`src/design/grid_nearest_neighbor_search_macros.svh`:
```
// ----------------------------------------------------------------------------
// grid nearest neighbour search assertion macros
// shared concurrent assertion forms, sampled on clk and idle in reset
// ----------------------------------------------------------------------------
`ifndef GRID_NEAREST_NEIGHBOR_SEARCH_MACROS_SVH
`define GRID_NEAREST_NEIGHBOR_SEARCH_MACROS_SVH

`ifndef SYNTH
`define GNNS_ASSERT_IMP(name, cond, prop) \
    name: assert property (@(posedge clk) disable iff (!rst_n) (cond) |-> (prop)) \
        else $error("gnns assertion failed");
`define GNNS_ASSERT_NXT(name, cond, prop) \
    name: assert property (@(posedge clk) disable iff (!rst_n) (cond) |=> (prop)) \
        else $error("gnns assertion failed");
`else
`define GNNS_ASSERT_IMP(name, cond, prop)
`define GNNS_ASSERT_NXT(name, cond, prop)
`endif

`endif

```
`src/design/gnns_ram.sv`:
```
// ----------------------------------------------------------------------------
// gnns_ram
// generic single write port ram with registered read
// ----------------------------------------------------------------------------
module gnns_ram #(
    parameter int WIDTH = 8,
    parameter int DEPTH = 16
) (
    input  logic                     clk,
    input  logic                     we,
    input  logic [$clog2(DEPTH)-1:0] waddr,
    input  logic [WIDTH-1:0]         wdata,
    input  logic [$clog2(DEPTH)-1:0] raddr,
    output logic [WIDTH-1:0]         rdata
);

    logic [WIDTH-1:0] mem [DEPTH];

    always_ff @(posedge clk)
    begin
        if (we)
        begin
            mem[waddr] <= wdata;
        end
        rdata <= mem[raddr];
    end

endmodule

```
`config.mk`:
```
export PLATFORM = sky130hd
export DESIGN_NAME = gnns_ram
export DESIGN_NICKNAME = d
export VERILOG_FILES = /design/src/design/grid_nearest_neighbor_search_macros.svh /design/src/design/gnns_ram.sv
export SDC_FILE = /design/constraint.sdc
export NUM_CORES = 1
export LEC_CHECK = 0
export BUFFER_PORTS_ARGS = -buffer_cell sky130_fd_sc_hd__buf_2
export CAP_MARGIN = 20
export CORE_ASPECT_RATIO = 1.5
export CORE_UTILIZATION = 50
export DETAILED_ROUTE_END_ITERATION = 12
export PLACE_DENSITY_LB_ADDON = 0.3
export SLEW_MARGIN = 20
export SYNTH_ARGS = -nofsm -noshare
export SYNTH_HDL_FRONTEND = slang
export SYNTH_SLANG_ARGS = --single-unit
```
`constraint.sdc`:
```
create_clock -name clk -period 2.4 [get_ports clk]
set_clock_uncertainty 0.05 [all_clocks]
set_input_delay 0 -clock clk [delete_from_list [all_inputs] [get_ports clk]]
set_output_delay 0 -clock clk [all_outputs]
set_load 0.005 [all_outputs]
```
Word level (Yosys, flattened, before mapping). Memory sizes are Yosys's and may differ from the RTL's. A register that Yosys moved wholly into a read port is not among the register bits. Cells that the tools add are included.

Bits in registers: 0. Bits in writable memories: 128. Bits of input ports: 18. Word-level logic and storage cells: 3. Memories: 1.

Memory list: mem (depth 16, bits a word 8, read ports 1, clocked after memory_dff 1, write ports 1, RTL line gnns_ram.sv:17) `logic [WIDTH-1:0] mem [DEPTH];`.

Multiplexer cells: 2.

Operators by type and width (number): 2-to-1 mux 1 bit (2).

Longest topological paths before layout. Gate-level depths: netlist (run 1).

Depth in word-level cells: 2. Gate-level depth with buffers: 5. Depth with buffers taken out: 3.

Worst setup path after synthesis (run 1). Ideal clock, no wire load.

Path type: input port to flip-flop. From: in waddr[2]. To: mem mem[0][0], enable pin. Data arrival time: 1.110 ns. Slack: 0.857 ns. Stages: 2. Path buffers: 0. Cells stage by stage: or3b_2 -> nor3_1.

RTL lines: start, declared (RTL line gnns_ram.sv:11) `input logic [$clog2(DEPTH)-1:0] waddr,`; end, declared (RTL line gnns_ram.sv:17).

No word-level cell before the write port.

==> results.yml, run 1 <==
die:
  dieArea_mm2: 0.0107
  pin_count: 26
  initial_core_util_pct: 51.1
  die_x_um: 84.8
  dieHeight_um: 126
  num_rows: 45
  coreArea_mm2: 0.0101
global_route:
  grt_pass1_vias: 2528
  grt_start_max_net_pins: 33
  antenna_found_initial: 0
  gr-total-overflow: 0
  grt_pass1_wl_mm: 14.8
  track_usage_pct: 20.2
layout:
  n_antenna_cell: 0
  final_area_mm2: 0.00610
  syn_to_final_growth_pct: 18.6
  seq_area_mm2: 0.00400
  final_common_cell: "edfxtp_1"
  num-fill-cells: 702
  drive_gt1_share_pct: 29.4
  multiInputGateArea_mm2: 0.00106
  nets: 308
  final_cell_mix: "128 x edfxtp_1, 25 x buf_2, 18 x mux4_2, 18 x buf_4, 17 x clkbuf_16"
critical_path:
  worstSetupStartpointType: "flop"
  startpoint: "mem[1][1]$_DFFE_PP_"
  rrSetupSlack_ns: 1.00
  crit_path_top_delay_cell: "mux4_1"
  cp_cell_sequence: "mux4_1 > a22oi_1 > nand2_1"
  worst-setup-path-type: "flop to flop"
  rr_endpoint: "rdata[1]$_DFF_P_"
  ff2ff_path_depth: 3
  max_stage_delay_ns: 0.52
  rr_startpoint: "mem[1][1]$_DFFE_PP_"
  cp.arrival_ns: 1.64
  crit_end: "rdata[1]$_DFF_P_"
  required_ns: 2.64
  worstSetupEndpointType: "flop"
  crit_fanout: 1
synth:
  synth_top_area_cell: "edfxtp_1"
  syn_nets: 247
  synthCells: 229
  syn_area_mm2: 0.00515
  netlist_top_cells_area: "edfxtp_1 75%, mux4_2 7.9%, mux4_1 7.1%"
  syn_area_per_cell_um2: 22.5
  ys_warn_count: 0
  yosysTopAreaCellShare_pct: 74.7
  synth_seq_cells: 136
  ys_types: 19
  ys_seq_area_share_pct: 77.8
pwr:
  p_leak_uw: 0.00210
  power.density_mw_per_mm2: 855
  ir_drop_mv: 0.505
routing:
  wire_per_inst_um: 23.2
  initialDrtViolationCount: 219
  drcViolationCount: 3
  via_count: 2441
  first_pass_iters: 9
  postRouteAntennaNets: 0
  routed_wirelength_mm: 9.75
  routed_via_density: 5.81
run_status:
  violations: "design-rule violations"
  status: "complete, but fails checks"
timing:
  finalCritPeriodShare_pct: 58.3
  relSlewSlack_pct: 50.3
  tns_ns: 0
  rsz0062_at_grt: "no"
  finalSetupViolCount: 0
  finalMaxSlewViolations: 0
  fmax_ghz: 0.714
  min_period_ns: 1.40
  hold_violations: 0
  worstMarginPinSlew_ns: 0.745
job:
  maxCapViolCount: 0
clocking:
  h-tree-depth: 4
  cts_max_path_buffers: 2
  cts-root-buf: "clkbuf_16"
  cts_resized: 0
  cts_made_buffers: 17
  cts_setup_buffers: 0
  cts_tree: "yes"
  clock_latency_ns: 0.40
  clock-sinks: 136
  clkTransAtPathRegs_ns: 0.05
placement:
  io_buffers: 25
  place_congestion: 0.736
  placed_area_mm2: 0.00549
  dp_hpwl_mm: 6.21
min_path:
  min-delay-start: "waddr[3]"
  holdCritPathClass: "input port to flop"
==> Yosys cell counts <==
master / n
mux4_1: 14
nor3_1: 4
nand2_1: 9
nand3_1: 1
buf_2: 3
a22oi_1: 16
nand3b_1: 2
nor2b_1: 1
and2b_1: 1
buf_6: 3
clkdlybuf4s25_2: 3
and2_1: 1
nor2_1: 13
buf_4: 1
or3b_2: 1
nand2b_1: 2
dfxtp_1: 8
edfxtp_1: 128
mux4_2: 18
==> flip-flops by register name (all words and copies together), names as in the netlist <==
name and count:
mem 128, rdata 8
==> power by group <==
| group | switching (uW) | total (uW) | internal (uW) | leakage (uW) |
|---|---|---|---|---|
| Combinational | 137 | 250 | 113 | 0.000609 |
| Clock | 849 | 2300 | 1450 | 0.000268 |
| Sequential | 15.3 | 2670 | 2660 | 0.00122 |
| Total | 1000 | 5220 | 4220 | 0.00210 |
==> layer usage <==
metal  global-route usage, %  wire length, um
met5                       0                0
met4                    9.37              153
met3                    6.23              575
met2                    32.6             5190
met1                    25.0             3830
==> logic make-up (layout without fill, tap and decap cells) <==
kind of cell / Yosys count / count (layout) / share of synthesized area (%)
flops: 136 / 136 / 77.8
compound gates: 16 / 16 / 2.33
buf+inv: 10 / 84 / 1.68
simple gates: 35 / 35 / 3.18
mux: 32 / 32 / 15.0
==> repair_timing <==
| item | in CTS | in global routing |
|---|---|---|
| setup endpoints to repair | 0 | 0 |
| hold buffers | 8 | 0 |
| endpoints found under the hold margin | 128 | 0 |
==> critical path, delay by kind of cell (launching register included) <==
kind / cells / cell delay, ns
flops: 1 / 0.34
simple gates: 1 / 0.09
mux: 1 / 0.52
compound gates: 1 / 0.29
==> stage by stage <==
stage | instances | power (uW) | setup WS, ns | hold WS, ns | util (%)
5_1_grt | 420 | 5380 | 0.920 | 0.0915 | 60.6
6_report | 420 | 5220 | 1.00 | 0.0733 | 60.6
2_1_floorplan | 229 | 2850 | 0.857 | 0.0489 | -
3_5_place_dp | 380 | 2960 | 0.807 | 0.330 | 54.5
3_3_place_gp | 380 | 2960 | 0.806 | 0.330 | 54.5
4_1_cts | 420 | 5260 | 0.981 | 0.0517 | 60.6
==> worst min path at each step <==
stage,cells past startpoint,slack (ns),end
6_report,3,0.07,mem[2][3]$_DFFE_PP_
5_1_grt,3,0.09,mem[2][3]$_DFFE_PP_
4_1_cts,3,0.05,mem[2][3]$_DFFE_PP_
3_5_place_dp,1,0.33,rdata[0]
3_3_place_gp,1,0.33,rdata[4]
2_1_floorplan,0,0.05,mem[0][0]$_DFFE_PP_
==> layout make-up <==
type,instances,share of cell area [%]
clock buffers,28,8.46
clock inverters,4,0.328
multi-input cells,83,17.3
flip-flops and latches,136,65.6
well taps,117,2.40
repair buffers,52,5.90
(Power assumes the default switching activity.)
==> inputs of run 2 (changes only) <==
Settings changed: ABC_AREA from default to 1.
Clock period 2.4 ns to 1.3 ns, I/O delays scaled along.
==> run 2 against run 1 <==
Against the previous run: the flow now finishes without violations; critical path depth increased by 3; clock power increased by 120%; count of clock-buffer cells in the layout decreased by 8; synthesized cell count increased by 140%; combinational power increased to 2.5 times the previous value; global-route usage increased by 4.1 points; final area increased by 13%; power increased by 100%; hold slack got worse by 0.017 ns; via count increased by 65%; setup slack got worse by 0.79 ns; flip-flop and latch count unchanged; critical path type unchanged; critical endpoint is now rdata[7]$_DFF_P_.
==> results.yml, run 2 <==
critical_path:
  crit_path_top_delay_cell: "edfxtp_1"
  cp.arrival_ns: 1.36
  worstSetupEndpointType: "flop"
  crit_family: "simple AND/OR/NAND/NOR gates"
  startpoint: "mem[1][7]$_DFFE_PP_"
  rr_startpoint: "mem[1][7]$_DFFE_PP_"
  worst-setup-path-type: "flop to flop"
  cp_cell_sequence: "inv_1 > nand2_1 > nand3_1 > nand3_1 > nand3_1 > nand2_1"
  worstSetupStartpointType: "flop"
  max_stage_delay_ns: 0.37
  cp.buffers_inverters: 1
  crit_fanout: 1
  cpMostUsedCell: "nand3_1"
  required_ns: 1.56
synth:
  ys_types: 12
  syn_nets: 569
  yosysMostFrequentCell: "nand2_1"
  synth_common_cells: "173 x nand2_1, 128 x edfxtp_1, 100 x inv_1"
  synth_seq_cells: 136
  ys_seq_area_share_pct: 69.4
  syn_area_mm2: 0.00577
  netlist_top_cells_area: "edfxtp_1 67%, nand2_1 11%, nand3_1 8.4%"
  synthFlopType: "edfxtp_1"
  yosysTopAreaCellShare_pct: 66.7
  synth-edff-count: 128
  syn_area_per_cell_um2: 10.5
  synthCells: 551
  ys_warn_count: 0
  synth_top_area_cell: "edfxtp_1"
  ys_async_sr_fraction_pct: 0
layout:
  top_regs: "mem: 128 flops, rdata: 8 flops"
  final_common_cell: "nand2_1"
  syn_to_final_growth_pct: 19.7
  regMostFlops: "mem"
  nets: 627
  final_cell_mix: "173 x nand2_1, 128 x edfxtp_1, 100 x inv_1"
  n_antenna_cell: 0
  final_area_mm2: 0.00690
  drive_gt1_share_pct: 13.8
  largest_register_ffs: 128
clocking:
  clkTransAtPathRegs_ns: 0.06
  clock_latency_ns: 0.42
  cts_max_path_buffers: 2
  h-tree-depth: 4
  cts_tree: "yes"
  cts-root-buf: "clkbuf_16"
  cts_made_buffers: 17
  cts_resized: 0
  clock-sinks: 136
pwr:
  power.density_mw_per_mm2: 1530
  ir_drop_mv: 1.14
  p_leak_uw: 0.00302
  p_sw_uw: 2200
  pwr-share-clk_pct: 47.4
  seqPwrFrac_pct: 46.6
  p_int_uw: 8370
  p_sw_share_pct: 20.8
  power_frac_comb_pct: 6.0
die:
  num_rows: 47
  initial_core_util_pct: 51.9
  pin_count: 26
  coreArea_mm2: 0.0111
  die_x_um: 89.7
  dieArea_mm2: 0.0120
  dieHeight_um: 134
routing:
  first_pass_iters: 5
  drcViolationCount: 0
  initialDrtViolationCount: 330
  routed_wirelength_mm: 12.9
  wire_per_inst_um: 16.7
  via_count: 4027
  postRouteAntennaNets: 0
  routed_via_density: 5.24
placement:
  io_buffers: 25
  placed_area_mm2: 0.00619
  dp_hpwl_mm: 8.30
  place_congestion: 0.837
min_path:
  min-delay-start: "raddr[2]"
  holdCritPathClass: "input port to flop"
timing:
  finalCritPeriodShare_pct: 84.0
  fmax_ghz: 0.916
  relSlewSlack_pct: 76.4
  hold_violations: 0
  min_period_ns: 1.09
  tns_ns: 0
  finalSetupViolCount: 0
  rsz0062_at_grt: "no"
  worstMarginPinSlew_ns: 0.354
  finalMaxSlewViolations: 0
global_route:
  antenna_found_initial: 0
  gr-total-overflow: 0
  track_usage_pct: 24.2
  grt_pass1_vias: 4034
  grt_pass1_wl_mm: 20.5
  grt_start_max_net_pins: 65
job:
  maxCapViolCount: 0
run_status:
  status: "finished, final reports clean"
run 2: cells by family (layout without fill, tap and decap cells):
group | Yosys count | count (layout) | share of synthesized area (%)
buffers and inverters | 126 | 197 | 9.52
DFF | 136 | 136 | 69.4
and+or+nand+nor | 289 | 289 | 21.0
run 2: power groups by stage:
stage	sequential [uW]	clock [uW]	combinational, uW
after floorplan	5020	0	346
after global placement	5020	0	594
after detailed placement	5020	0	613
after CTS	4930	5050	638
after global routing	4940	5230	710
final	4930	5010	634
run 2: worst paths after layout:
| kind | end | slack [ns] | cells past startpoint |
|---|---|---|---|
| worst min register to register | rdata[7]$_DFF_P_ | 0.63 | 6 |
| worst max register to register | rdata[7]$_DFF_P_ | 0.21 | 6 |
| worst max-delay path | rdata[7]$_DFF_P_ | 0.21 | 6 |
| worst min-delay path | rdata[6]$_DFF_P_ | 0.06 | 5 |
run 2: metrics by stage:
stage	cells	hold WS (ns)	utilization [%]	setup slack (ns)	total power [uW]
global placement	728	0.327	55.7	0.202	5620
CTS	769	0.0415	62.1	0.202	10600
floorplan	551	0.0489	-	0.299	5370
detailed placement	728	0.331	55.7	0.183	5640
global route	769	0.125	62.1	0.140	10900
finish	769	0.0559	62.1	0.208	10600
run 2: timing repair:
| item | CTS | global route |
|---|---|---|
| hold buffers | 9 | 0 |
| endpoints found under the hold margin | 136 | 0 |
| buffers inserted | 0 | 0 |
run 2: worst reg2reg max path, cell delays in order, from the launching register on:
cell and delay (ns):
edfxtp_1 0.37, inv_1 0.07, nand2_1 0.05, nand3_1 0.10, nand3_1 0.15, nand3_1 0.14
nand2_1 0.06
run 2: metal layers:
layer / vias to the layer above / global-route usage [%] / wire (um)
met1: 1953 / 28.4 / 4850
met3: 23 / 6.44 / 772
met4: 0 / 11.1 / 374
li1: 1890 / - / -
met2: 161 / 40.7 / 6870
met5: - / 0 / 0
run 2: final cells by class:
cell class / count / area [um^2]
Fill cell: 860 / 4210
Sequential cell: 136 / 4000
Multi-Input combinational cell: 289 / 1210
Timing Repair Buffer: 63 / 495
Clock buffer: 20 / 447
Inverter: 102 / 383
Tap cell: 147 / 184
Clock inverter: 12 / 178
