===== config.mk =====
export PLATFORM = sky130hd
export DESIGN_NAME = gnns_div
export DESIGN_NICKNAME = d
export VERILOG_FILES = /design/src/design/grid_nearest_neighbor_search_macros.svh /design/src/design/gnns_pkg.sv /design/src/design/gnns_div.sv
export SDC_FILE = /design/constraint.sdc
export NUM_CORES = 1
export LEC_CHECK = 0
export BUFFER_PORTS_ARGS = -buffer_cell sky130_fd_sc_hd__buf_2
export CELL_PAD_IN_SITES_DETAIL_PLACEMENT = 1
export CELL_PAD_IN_SITES_GLOBAL_PLACEMENT = 2
export CORE_MARGIN = 4
export CORE_UTILIZATION = 36
export CTS_CLUSTER_DIAMETER = 40
export CTS_CLUSTER_SIZE = 16
export DETAILED_ROUTE_END_ITERATION = 8
export PLACE_DENSITY_LB_ADDON = 0.1
export SETUP_SLACK_MARGIN = 0.02
export SYNTH_ARGS = -nofsm -noshare
export SYNTH_HDL_FRONTEND = slang
export SYNTH_SLANG_ARGS = --single-unit

===== constraint.sdc =====
create_clock -name clk -period 3.95 [get_ports clk]
set_input_delay 0.395 -clock clk [delete_from_list [all_inputs] [get_ports clk]]
set_output_delay 0.395 -clock clk [all_outputs]
set_load 0.05 [all_outputs]

===== src/design/grid_nearest_neighbor_search_macros.svh =====
// ----------------------------------------------------------------------------
// grid nearest neighbour search assertion macros
// shared concurrent assertion forms, sampled on clk and idle in reset
// ----------------------------------------------------------------------------
`ifndef GRID_NEAREST_NEIGHBOR_SEARCH_MACROS_SVH
`define GRID_NEAREST_NEIGHBOR_SEARCH_MACROS_SVH

`ifndef SYNTH
`define GNNS_ASSERT_IMP(name, cond, prop) \
    name: assert property (@(posedge clk) disable iff (!rst_n) (cond) |-> (prop)) \
        else $error("gnns assertion failed");
`define GNNS_ASSERT_NXT(name, cond, prop) \
    name: assert property (@(posedge clk) disable iff (!rst_n) (cond) |=> (prop)) \
        else $error("gnns assertion failed");
`else
`define GNNS_ASSERT_IMP(name, cond, prop)
`define GNNS_ASSERT_NXT(name, cond, prop)
`endif

`endif


===== src/design/gnns_pkg.sv =====
// ----------------------------------------------------------------------------
// gnns_pkg
// grid geometry, field widths, codes and divider interface types
// ----------------------------------------------------------------------------
package gnns_pkg;

    localparam int HALF_CELLS      = 15;
    localparam int POINTS_PER_CELL = 8;
    localparam int MAX_RADIUS      = 4;

    localparam int GRID_SIDE  = 2 * HALF_CELLS + 1;
    localparam int GRID_CELLS = GRID_SIDE * GRID_SIDE;
    localparam int PT_DEPTH   = GRID_CELLS * POINTS_PER_CELL;

    localparam int CELL_AW = $clog2(GRID_CELLS);
    localparam int PT_AW   = $clog2(PT_DEPTH);
    localparam int IDX_W   = $clog2(GRID_SIDE);
    localparam int CNT_W   = $clog2(POINTS_PER_CELL + 1);
    localparam int RAD_W   = $clog2(MAX_RADIUS + 2);
    localparam int CI_W    = $clog2(GRID_SIDE + MAX_RADIUS + 1) + 1;

    localparam int COORD_W = 32;
    localparam int DIM_W   = 31;
    localparam int ROT_W   = 16;
    localparam int DIST_W  = 64;
    localparam int MUL_W   = 33;
    localparam int PT_W    = 2 * COORD_W;

    localparam int IN_DATA_W  = 4 * COORD_W + 2 * ROT_W;
    localparam int OUT_DATA_W = 2 * COORD_W + DIST_W;

    localparam logic [DIM_W-1:0] CELL_SIZE_RESET = 31'd3277;
    localparam logic [DIM_W-1:0] DIST_THR_RESET  = 31'd13107;

    typedef enum logic {
        OP_ADD   = 1'b0,
        OP_QUERY = 1'b1
    } op_t;

    typedef enum logic [1:0] {
        ST_FOUND   = 2'd0,
        ST_OUTSIDE = 2'd1,
        ST_FULL    = 2'd2,
        ST_NONE    = 2'd3
    } status_t;

    typedef enum logic {
        REG_CELL_SIZE = 1'b0,
        REG_DIST_THR  = 1'b1
    } reg_idx_t;

    typedef struct packed {
        logic               start;
        logic [COORD_W-1:0] dividend;
        logic [DIM_W-1:0]   divisor;
    } div_req_t;

    typedef struct packed {
        logic               busy;
        logic               done;
        logic [COORD_W-1:0] quotient;
    } div_rsp_t;

endpackage


===== src/design/gnns_div.sv =====
// ----------------------------------------------------------------------------
// gnns_div
// restoring unsigned divider, one quotient bit per cycle
// ----------------------------------------------------------------------------
module gnns_div (
    input  logic               clk,
    input  logic               rst_n,
    input  gnns_pkg::div_req_t req,
    output gnns_pkg::div_rsp_t rsp
);

    import gnns_pkg::*;

    localparam int STEP_W = $clog2(COORD_W + 1);

    logic [STEP_W-1:0]  step_reg;
    logic               done_reg;
    logic [DIM_W-1:0]   rem_reg;
    logic [COORD_W-1:0] quo_reg;
    logic [DIM_W-1:0]   dvs_reg;

    logic [COORD_W-1:0] rem_sh;
    logic [COORD_W-1:0] rem_sub;
    logic               fits;

    assign rem_sh  = {rem_reg, quo_reg[COORD_W-1]};
    assign fits    = rem_sh >= {1'b0, dvs_reg};
    assign rem_sub = rem_sh - {1'b0, dvs_reg};

    always_ff @(posedge clk or negedge rst_n)
    begin
        if (!rst_n)
        begin
            step_reg <= '0;
            done_reg <= 1'b0;
        end
        else if (req.start)
        begin
            step_reg <= STEP_W'(COORD_W);
            done_reg <= 1'b0;
        end
        else if (step_reg != '0)
        begin
            step_reg <= step_reg - 1'b1;
            done_reg <= (step_reg == STEP_W'(1));
        end
        else
        begin
            done_reg <= 1'b0;
        end
    end

    always_ff @(posedge clk)
    begin
        if (req.start)
        begin
            rem_reg <= '0;
            quo_reg <= req.dividend;
            dvs_reg <= req.divisor;
        end
        else if (step_reg != '0)
        begin
            rem_reg <= fits ? rem_sub[DIM_W-1:0] : rem_sh[DIM_W-1:0];
            quo_reg <= {quo_reg[COORD_W-2:0], fits};
        end
    end

    assign rsp.busy     = (step_reg != '0);
    assign rsp.done     = done_reg;
    assign rsp.quotient = quo_reg;

endmodule


[Yosys cells after proc, flatten, opt, wreduce, memory -nomap -nowiden]
Index checks and enable logic that the tools add are counted.
Storage, ports and cells
  register bits: 101
  latch bits: 0
  memory bits (writable): 0
  bits in read-only memories: 0
  output and inout bits: 34
  memories: 0
Cells by class
  add/subtract/negate cells: 2
  multiply operators: 0
  divide/modulo/power cells: 0
  magnitude comparators: 1
  equality and inequality tests: 1
  shifts and indexed selects: 0
  multiplexer cells: 7
  bitwise gates (word level): 0
  reduce and logical (&&, ||, !) cells: 2
Operator list (number)
  32-bit two-way mux: 2
  32-bit by 31-bit greater-or-equal comparator with 1-bit output: 1
  31-bit two-way mux: 1
  31-bit subtractor: 1
  6-bit two-way mux: 2
  6-bit by 1-bit == test with 1-bit output, second input constant: 1
  6-bit nonzero test: 1
  6-bit by 1-bit subtractor with 6-bit output, second input constant: 1
  1-bit two-way mux: 2
  2-bit nonzero test: 1

[Depth between registers and ports, before layout]
Gate-level depths: netlist (run 1).
  depth after elaboration: 3
  mapped depth: 13
  mapped depth without buffers: 11

[Least setup slack after synthesis (run 1)]
No wires, ideal clock.
  path type: reg2reg
  start: reg quo_reg[31]
  end: reg rem_reg[9]
  arrival: 2.978 ns
  data required time: 3.862 ns
  path slack: 0.883 ns
  cell stages (with the launch flop): 12
  clock period less this slack: 3.067 ns
  cells stage by stage: edfxtp_1 inv_1 ha_1 fa_1 nand2b_1 a211oi_2 nor3_4 o21ai_4 o311a_4 nor2_4 or3_1 a311oi_2
Between the ends
  word-level cells in the longest chain between the ends: 2
Ends and longest elaborated chain
  start: declaration: RTL line gnns_div.sv:19  | logic [COORD_W-1:0] quo_reg;
  start signal: assignment: RTL line gnns_div.sv:58  | quo_reg <= req.dividend;
  start signal: assignment: RTL line gnns_div.sv:64  | quo_reg <= {quo_reg[COORD_W-2:0], fits};
  31-bit subtractor / 32-bit by 31-bit greater-or-equal comparator with 1-bit output (equally long branches): RTL line gnns_div.sv:28, gnns_div.sv:27
  31-bit two-way mux *: RTL line gnns_div.sv:63  | rem_reg <= fits ? rem_sub[DIM_W-1:0] : rem_sh[DIM_W-1:0];
  end signal: assignment: RTL line gnns_div.sv:63
  end: declaration: RTL line gnns_div.sv:18  | logic [DIM_W-1:0] rem_reg;
Every way passes the cells marked *; elsewhere a longest branch is shown, timed or not.
A chain may end at the register's enable or synchronous reset.

[Worst setup path in the final report (run 1)]
  start: reg quo_reg[31]
  end: reg rem_reg[19]
Same word-level chain as after synthesis.

==> impl_metrics.env, run 1 <==
export IMPL_syn_inst=593
export IMPL_cts_setup_buffers=0
export IMPL_seq_area_sq_um=2690
export IMPL_synth_nets=693
export IMPL_synth_top_area_share_pct=31.1
export IMPL_dr_pass1_iters=4
export IMPL_cts_max_level=3
export IMPL_placed_area_sq_um=6750
export IMPL_power_internal_mw=2.87
export IMPL_rows=47
export IMPL_drive_above_1_share_pct=26.9
export IMPL_ys_seq_elements=101
export IMPL_start_util_pct=36.6
export IMPL_fin_util_pct=42.7
export IMPL_wl_um=16300
export IMPL_grt_pass1_wl_um=25600
export IMPL_die_area_sq_um=19000
export IMPL_p_total_mw=5.17
export IMPL_max_slew_margin_pct=43.1
export IMPL_clkPwrFrac_pct=18.6
export IMPL_skew_ns=0.0174
export IMPL_die_h_um=138
export IMPL_finalSetupTns_ns=0
export IMPL_yosysSeqAreaShare_pct=44.2
export IMPL_synth_top_area_cell="edfxtp_1"
export IMPL_clk_path_buf_depth=2
export IMPL_grt_pass1_vias=5030
export IMPL_setup_viol=0
export IMPL_synthTopCellsByCount="nand2_1, edfxtp_1, nor2_1"
export IMPL_root_buffer="clkbuf_16"
export IMPL_dpl_hpwl_um=12100
export IMPL_post_synth_top_count_cell="nand2_1"
export IMPL_num_antenna_cells=0
export IMPL_track_usage_pct=17.1
export IMPL_arrival_ns=3.55
export IMPL_place_congestion=0.783
export IMPL_ir_drop_mv=0.251
export IMPL_synth_edf_count=63
export IMPL_yosysWarnings=0
export IMPL_path_clk_slew_ns=0.08
export IMPL_worst_slew_pin_slew_ns=0.854
export IMPL_wl_per_cell_um=18.0
export IMPL_required_ns=4.20
export IMPL_largest_reg_flops=32
export IMPL_antenna_left=0
export IMPL_tritoncts="done"
export IMPL_cts_resized=0
export IMPL_drv_slew=0
export IMPL_pwr_share_seq_pct=30.9
export IMPL_status="finished clean"
export IMPL_overflow=0
export IMPL_ys_async_sr_fraction_pct=6.93
export IMPL_final_hold_violation_count=0
export IMPL_syn_mean_instance_area_sq_um=10.2
export IMPL_critPathMaxStageDelay_ns=0.38
export IMPL_post_place_ws_ns=0.651
export IMPL_rsz0062_at_grt="no"
export IMPL_critPathKind="register to register"
export IMPL_timing_fmax_mhz=303
export IMPL_postCtsHoldBufs=1
export IMPL_core_area_sq_um=16600
export IMPL_synth_area_sq_um=6070
export IMPL_power_density_nw_per_um2=730
export IMPL_io_pins=100
export IMPL_port_buffers=99
export IMPL_slowest_stage="fa_1"
export IMPL_leakage_nw=3.03
export IMPL_maxCapViolCount=0
export IMPL_period_share_pct=83.5
export IMPL_cts_buffers=9
export IMPL_worstPathCellList="inv_1 > ha_1 > fa_1 > nand2b_1 > a211oi_2 > nor3_4 > o21ai_4 > o311a_4 > or2_1 > buf_4 > o31ai_1 > a311oi_1"
export IMPL_min_path_type="input port to register"
export IMPL_die_x_um=138
export IMPL_critPathMaxFanout=10
export IMPL_viasPerCell=5.38
export IMPL_clock_sinks=101
export IMPL_synth_top_flop_cell="edfxtp_1"
export IMPL_multi_input_area_sq_um=3060
export IMPL_drc=0
export IMPL_power_switching_mw=2.29
export IMPL_p_sw_share_pct=44.4
export IMPL_clk_insertion_delay_late_ns=0.36
export IMPL_grt_max_degree=68
export IMPL_ys_types=72
export IMPL_start_kind="register"
export IMPL_first_iter_violations=217
export IMPL_min_period_ns=3.30
export IMPL_antenna_found_initial=0
export IMPL_final_area_sq_um=7070
export IMPL_vias=4881
export IMPL_nFillCells=1906
export IMPL_area_growth_pct=16.5
export IMPL_synthTopCellsByArea="edfxtp_1, dfxtp_1, ha_1"
export IMPL_crit_path_end_kind="register"
export IMPL_nets=783
export IMPL_p_comb_share_pct=50.5
export IMPL_setup_slack_ns=0.650
[cells in the final DEF, fill, tap and decap left out, types with 4 or more instances in the layout]
master	count
nand3_1	13
edfxtp_1	63
and4_1	5
or3_1	7
o21a_1	7
a21oi_2	5
a211oi_1	7
ha_1	33
a311oi_2	11
o31ai_1	4
a21oi_1	25
o21ai_0	16
xor2_1	5
xnor2_1	14
nand4_1	9
clkbuf_16	9
dfxtp_1	31
nor3b_1	5
o21bai_1	4
a31oi_1	5
nor3_1	8
dfrtp_1	7
nand2b_1	7
a311oi_1	14
buf_2	98
nor2_1	47
nand2_1	66
inv_1	41
a21o_1	11
buf_4	11
mux2_2	33
[area by class of cell]
cell class / count / share of cell area [%]
clock inverters: 7 / 1.22
well taps: 220 / 3.89
inverters: 42 / 2.23
clock buffers: 9 / 3.18
repair buffers: 110 / 8.24
multi-input cells: 419 / 43.2
flip-flops and latches: 101 / 38.0
[stage by stage]
stage	cells	hold WS [ns]
2_1_floorplan	593	0.0994
6_report	908	0.200
4_1_cts	908	0.191
5_1_grt	908	0.188
3_5_place_dp	891	0.238
3_3_place_gp	891	0.235
[final timing paths]
kind / start / to / slack [ns] / cells after the start
hold / removal: req[11] / dvs_reg[11]$_DFFE_PP_ / 0.20 / 1
min in group asynchronous: rst_n / step_reg[4]$_DFFE_PN0P_ / 0.40 / 2
max in group asynchronous: rst_n / step_reg[0]$_DFFE_PN0P_ / 3.39 / 2
setup reg to reg: quo_reg[31]$_DFFE_PP_ / rem_reg[19]$_SDFFE_PP0P_ / 0.65 / 12
setup / recovery: quo_reg[31]$_DFFE_PP_ / rem_reg[19]$_SDFFE_PP0P_ / 0.65 / 12
hold reg to reg: rem_reg[16]$_SDFFE_PP0P_ / rem_reg[17]$_SDFFE_PP0P_ / 0.50 / 2
[routing by layer]
metal  global-route usage, %  part of all wire [%]  wire length (um)
met1                    22.9                    47              7620
met5                       0                     0                 0
met3                    3.74                   3.8               623
met4                    3.90                  0.95               155
met2                    28.5                    48              7900
[critical path, delay by kind of cell, from the launching register on]
family	cells	cell delay, ns
DFF	1	0.37
and+or+nand+nor	3	0.68
adders and majority gates	2	0.60
AOI/OAI and AO/OA	5	1.17
buffers and inverters	2	0.34
[power groups by stage]
stage	Sequential, mW	Combinational [mW]	Clock (mW)
after floorplan	1.85	1.75	0
after global placement	1.61	2.57	0
after detailed placement	1.61	2.62	0
after CTS	1.60	2.63	0.993
after global routing	1.63	2.87	1.03
final	1.59	2.61	0.961
[cells by family (layout without fill, tap and decap cells)]
kind of cell,count (synthesis),count (layout),share of synthesized area [%]
AND/OR/NAND/NOR,187,187,15.1
AO/OA/AOI/OAI,145,145,19.2
flip-flops,101,101,44.2
buffers and inverters,73,168,5.40
adder cells (fa/ha/maj),34,34,7.13
multiplexers,34,34,6.28
XOR/XNOR,19,19,2.74
Power figures use the tool's default switching activity.
==> run 2, diff against run 1 <==
--- a/config.mk
+++ b/config.mk
@@ -5,11 +5,12 @@
 export SDC_FILE = /design/constraint.sdc
 export NUM_CORES = 1
 export LEC_CHECK = 0
+export ABC_AREA = 1
 export BUFFER_PORTS_ARGS = -buffer_cell sky130_fd_sc_hd__buf_2
 export CELL_PAD_IN_SITES_DETAIL_PLACEMENT = 1
 export CELL_PAD_IN_SITES_GLOBAL_PLACEMENT = 2
 export CORE_MARGIN = 4
-export CORE_UTILIZATION = 36
+export CORE_UTILIZATION = 32
 export CTS_CLUSTER_DIAMETER = 40
 export CTS_CLUSTER_SIZE = 16
 export DETAILED_ROUTE_END_ITERATION = 8
==> constraint.sdc (replaced) <==
create_clock -name clk -period 3.4 [get_ports clk]
set_input_delay 0.34 -clock clk [delete_from_list [all_inputs] [get_ports clk]]
set_output_delay 0.34 -clock clk [all_outputs]
set_load 0.05 [all_outputs]
==> impl_metrics.env, run 2 <==
export IMPL_maxCapViolCount=0
export IMPL_clk_insertion_delay_late_ns=0.37
export IMPL_vias=6049
export IMPL_synth_top_area_share_pct=28.1
export IMPL_die_h_um=153
export IMPL_grt_pass1_vias=6476
export IMPL_synthTopCellsByCount="nand2_1, inv_1, nand3_1"
export IMPL_power_density_nw_per_um2=730
export IMPL_leakage_nw=4.29
export IMPL_critPathMostFrequentCell="nand2_1"
export IMPL_critPathMaxFanout=31
export IMPL_drive_above_1_share_pct=13.4
export IMPL_synth_top_flop_cell="edfxtp_1"
export IMPL_viasPerCell=4.51
export IMPL_timing_fmax_mhz=404
export IMPL_cts_buffers=9
export IMPL_ys_seq_elements=101
export IMPL_start_kind="register"
export IMPL_rsz0062_at_grt="no"
export IMPL_worst_slew_pin_slew_ns=0.619
export IMPL_setup_viol=0
export IMPL_largest_reg_flops=32
export IMPL_post_synth_top_count_cell="nand2_1"
export IMPL_wl_per_cell_um=15.3
export IMPL_rows=52
export IMPL_skew_ns=0.0158
export IMPL_track_usage_pct=17.9
export IMPL_syn_inst=970
export IMPL_path_clk_slew_ns=0.08
export IMPL_seq_area_sq_um=2690
export IMPL_finalSetupTns_ns=0
export IMPL_cts_max_level=3
export IMPL_tritoncts="done"
export IMPL_critPathMaxStageDelay_ns=0.43
export IMPL_synth_nets=1070
export IMPL_grt_max_degree=48
export IMPL_drv_slew=0
export IMPL_max_slew_margin_pct=58.7
export IMPL_die_area_sq_um=23400
export IMPL_antenna_found_initial=0
export IMPL_synth_top_area_cell="edfxtp_1"
export IMPL_ys_types=37
export IMPL_dpl_hpwl_um=15600
export IMPL_ys_async_sr_fraction_pct=6.93
export IMPL_ir_drop_mv=0.241
export IMPL_required_ns=3.66
export IMPL_synth_edf_count=63
export IMPL_syn_mean_instance_area_sq_um=6.94
export IMPL_period_share_pct=72.8
export IMPL_slowest_stage="fa_1"
export IMPL_wl_um=20500
export IMPL_die_x_um=153
export IMPL_pwr_share_seq_pct=31.0
export IMPL_multi_input_area_sq_um=3180
export IMPL_power_switching_mw=2.65
export IMPL_clock_sinks=101
export IMPL_status="finished clean"
export IMPL_antenna_left=0
export IMPL_clkPwrFrac_pct=18.8
export IMPL_p_comb_share_pct=50.2
export IMPL_worstPathCellList="inv_1 > ha_1 > fa_1 > inv_1 > nand2_1 > nand2_1 > nand3_1 > nand2_2 > nand2_1 > nand3_2 > nand2_4 > nand2_4 > nand3_1 > nand2_1 > nand2_1"
export IMPL_min_path_type="input port to register"
export IMPL_fin_util_pct=38.1
export IMPL_p_sw_share_pct=46.6
export IMPL_synthTopCellsByArea="edfxtp_1, nand2_1, inv_1"
export IMPL_yosysSeqAreaShare_pct=39.9
export IMPL_power_internal_mw=3.03
export IMPL_setup_slack_ns=0.923
export IMPL_num_antenna_cells=0
export IMPL_core_area_sq_um=20400
export IMPL_holdWs_ns=0.142
export IMPL_port_buffers=99
export IMPL_dr_pass1_iters=6
export IMPL_nets=1166
export IMPL_root_buffer="clkbuf_16"
export IMPL_area_growth_pct=15.6
export IMPL_clk_path_buf_depth=2
export IMPL_final_hold_violation_count=0
export IMPL_overflow=0
export IMPL_start_util_pct=32.9
export IMPL_cts_resized=0
export IMPL_first_iter_violations=227
export IMPL_p_total_mw=5.67
export IMPL_place_congestion=0.842
export IMPL_final_common_cell="nand2_1"
export IMPL_post_place_ws_ns=0.913
export IMPL_grt_pass1_wl_um=33500
export IMPL_critPathKind="register to register"
export IMPL_nFillCells=2697
export IMPL_synth_area_sq_um=6730
export IMPL_drc=0
export IMPL_crit_path_end_kind="register"
export IMPL_mostFrequentLayoutCells="nand2_1, inv_1, buf_2"
export IMPL_arrival_ns=2.74
export IMPL_io_pins=100
export IMPL_min_period_ns=2.48
export IMPL_yosysWarnings=0
run 2: cell count changes after synthesis, moves of 8 or more:
cell / previous run / this run
a21o_1: 11 / 0
mux2_2: 33 / 0
a311oi_2: 11 / 0
nand2_1: 66 / 396
o21ai_1: 2 / 11
inv_1: 41 / 185
a311oi_1: 14 / 0
nand3_1: 13 / 80
nand3b_1: 0 / 13
o21ai_0: 16 / 4
clkbuf_1: 17 / 9
a21oi_1: 25 / 17
run 2: metrics by stage:
| stage | std cells | instance area (sq um) |
|---|---|---|
| floorplan | 970 | 6730 |
| global route | 1341 | 7780 |
| detailed placement | 1324 | 7480 |
| global placement | 1324 | 7480 |
| CTS | 1341 | 7780 |
| finish | 1341 | 7780 |
run 2: layer usage:
layer  GRT usage (%)  up-vias  routed length (um)
met2            29.2      112                9250
li1                -     3160                   -
met3            5.40       17                1170
met1            23.5     2760                9800
met5               0        -                   0
met4            3.69        0                 263
run 2: path summary, 6_finish.rpt:
check	from	end	slack, ns	depth (start not counted)
worst max-delay path	quo_reg[31]$_DFFE_PP_	rem_reg[24]$_SDFFE_PP0P_	0.92	15
worst min-delay path	req[5]	dvs_reg[5]$_DFFE_PP_	0.14	1
worst max register to register	quo_reg[31]$_DFFE_PP_	rem_reg[24]$_SDFFE_PP0P_	0.92	15
worst min register to register	rem_reg[17]$_SDFFE_PP0P_	rem_reg[17]$_SDFFE_PP0P_	0.47	2
max in group asynchronous	rst_n	step_reg[5]$_DFFE_PN0P_	2.91	2
min in group asynchronous	rst_n	step_reg[2]$_DFFE_PN0P_	0.32	2
run 2: area by class of cell:
cell class | instances | area share, %
Tap cell | 270 | 4.34
Clock inverter | 6 | 0.772
Inverter | 191 | 9.22
Multi-Input combinational cell | 655 | 40.9
Sequential cell | 101 | 34.6
Clock buffer | 10 | 2.94
Timing Repair Buffer | 108 | 7.27
run 2: worst max-delay path: cells and delay by family, from the launching register on:
kind          cells  cell delay [ns]
flops             1             0.35
fa+ha+maj         2             0.66
simple gates     11             1.20
buf+inv           2             0.16
run 2: power by group through the flow:
stage,clock network [mW],logic [mW],registers (mW)
after floorplan,0,1.90,2.04
after global placement,0,2.86,1.78
after detailed placement,0,2.89,1.78
after CTS,1.11,2.90,1.76
after global routing,1.15,3.26,1.80
final,1.07,2.85,1.76
run 2: cells by family after synthesis:
family                     Yosys count  synth area share (%)
DFF                                101                  39.9
xor gates and xnor gates            17                  2.21
buffers and inverters              214                  12.8
and+or+nand+nor                    565                  35.5
AOI/OAI and AO/OA                   39                  3.12
adders and majority gates           34                  6.43
run 2: repair_timing:
item | 4_1_cts | 5_1_grt
hold buffers | 1 | 0
buffers inserted | 0 | 0
endpoints found under the hold margin | 7 | 0
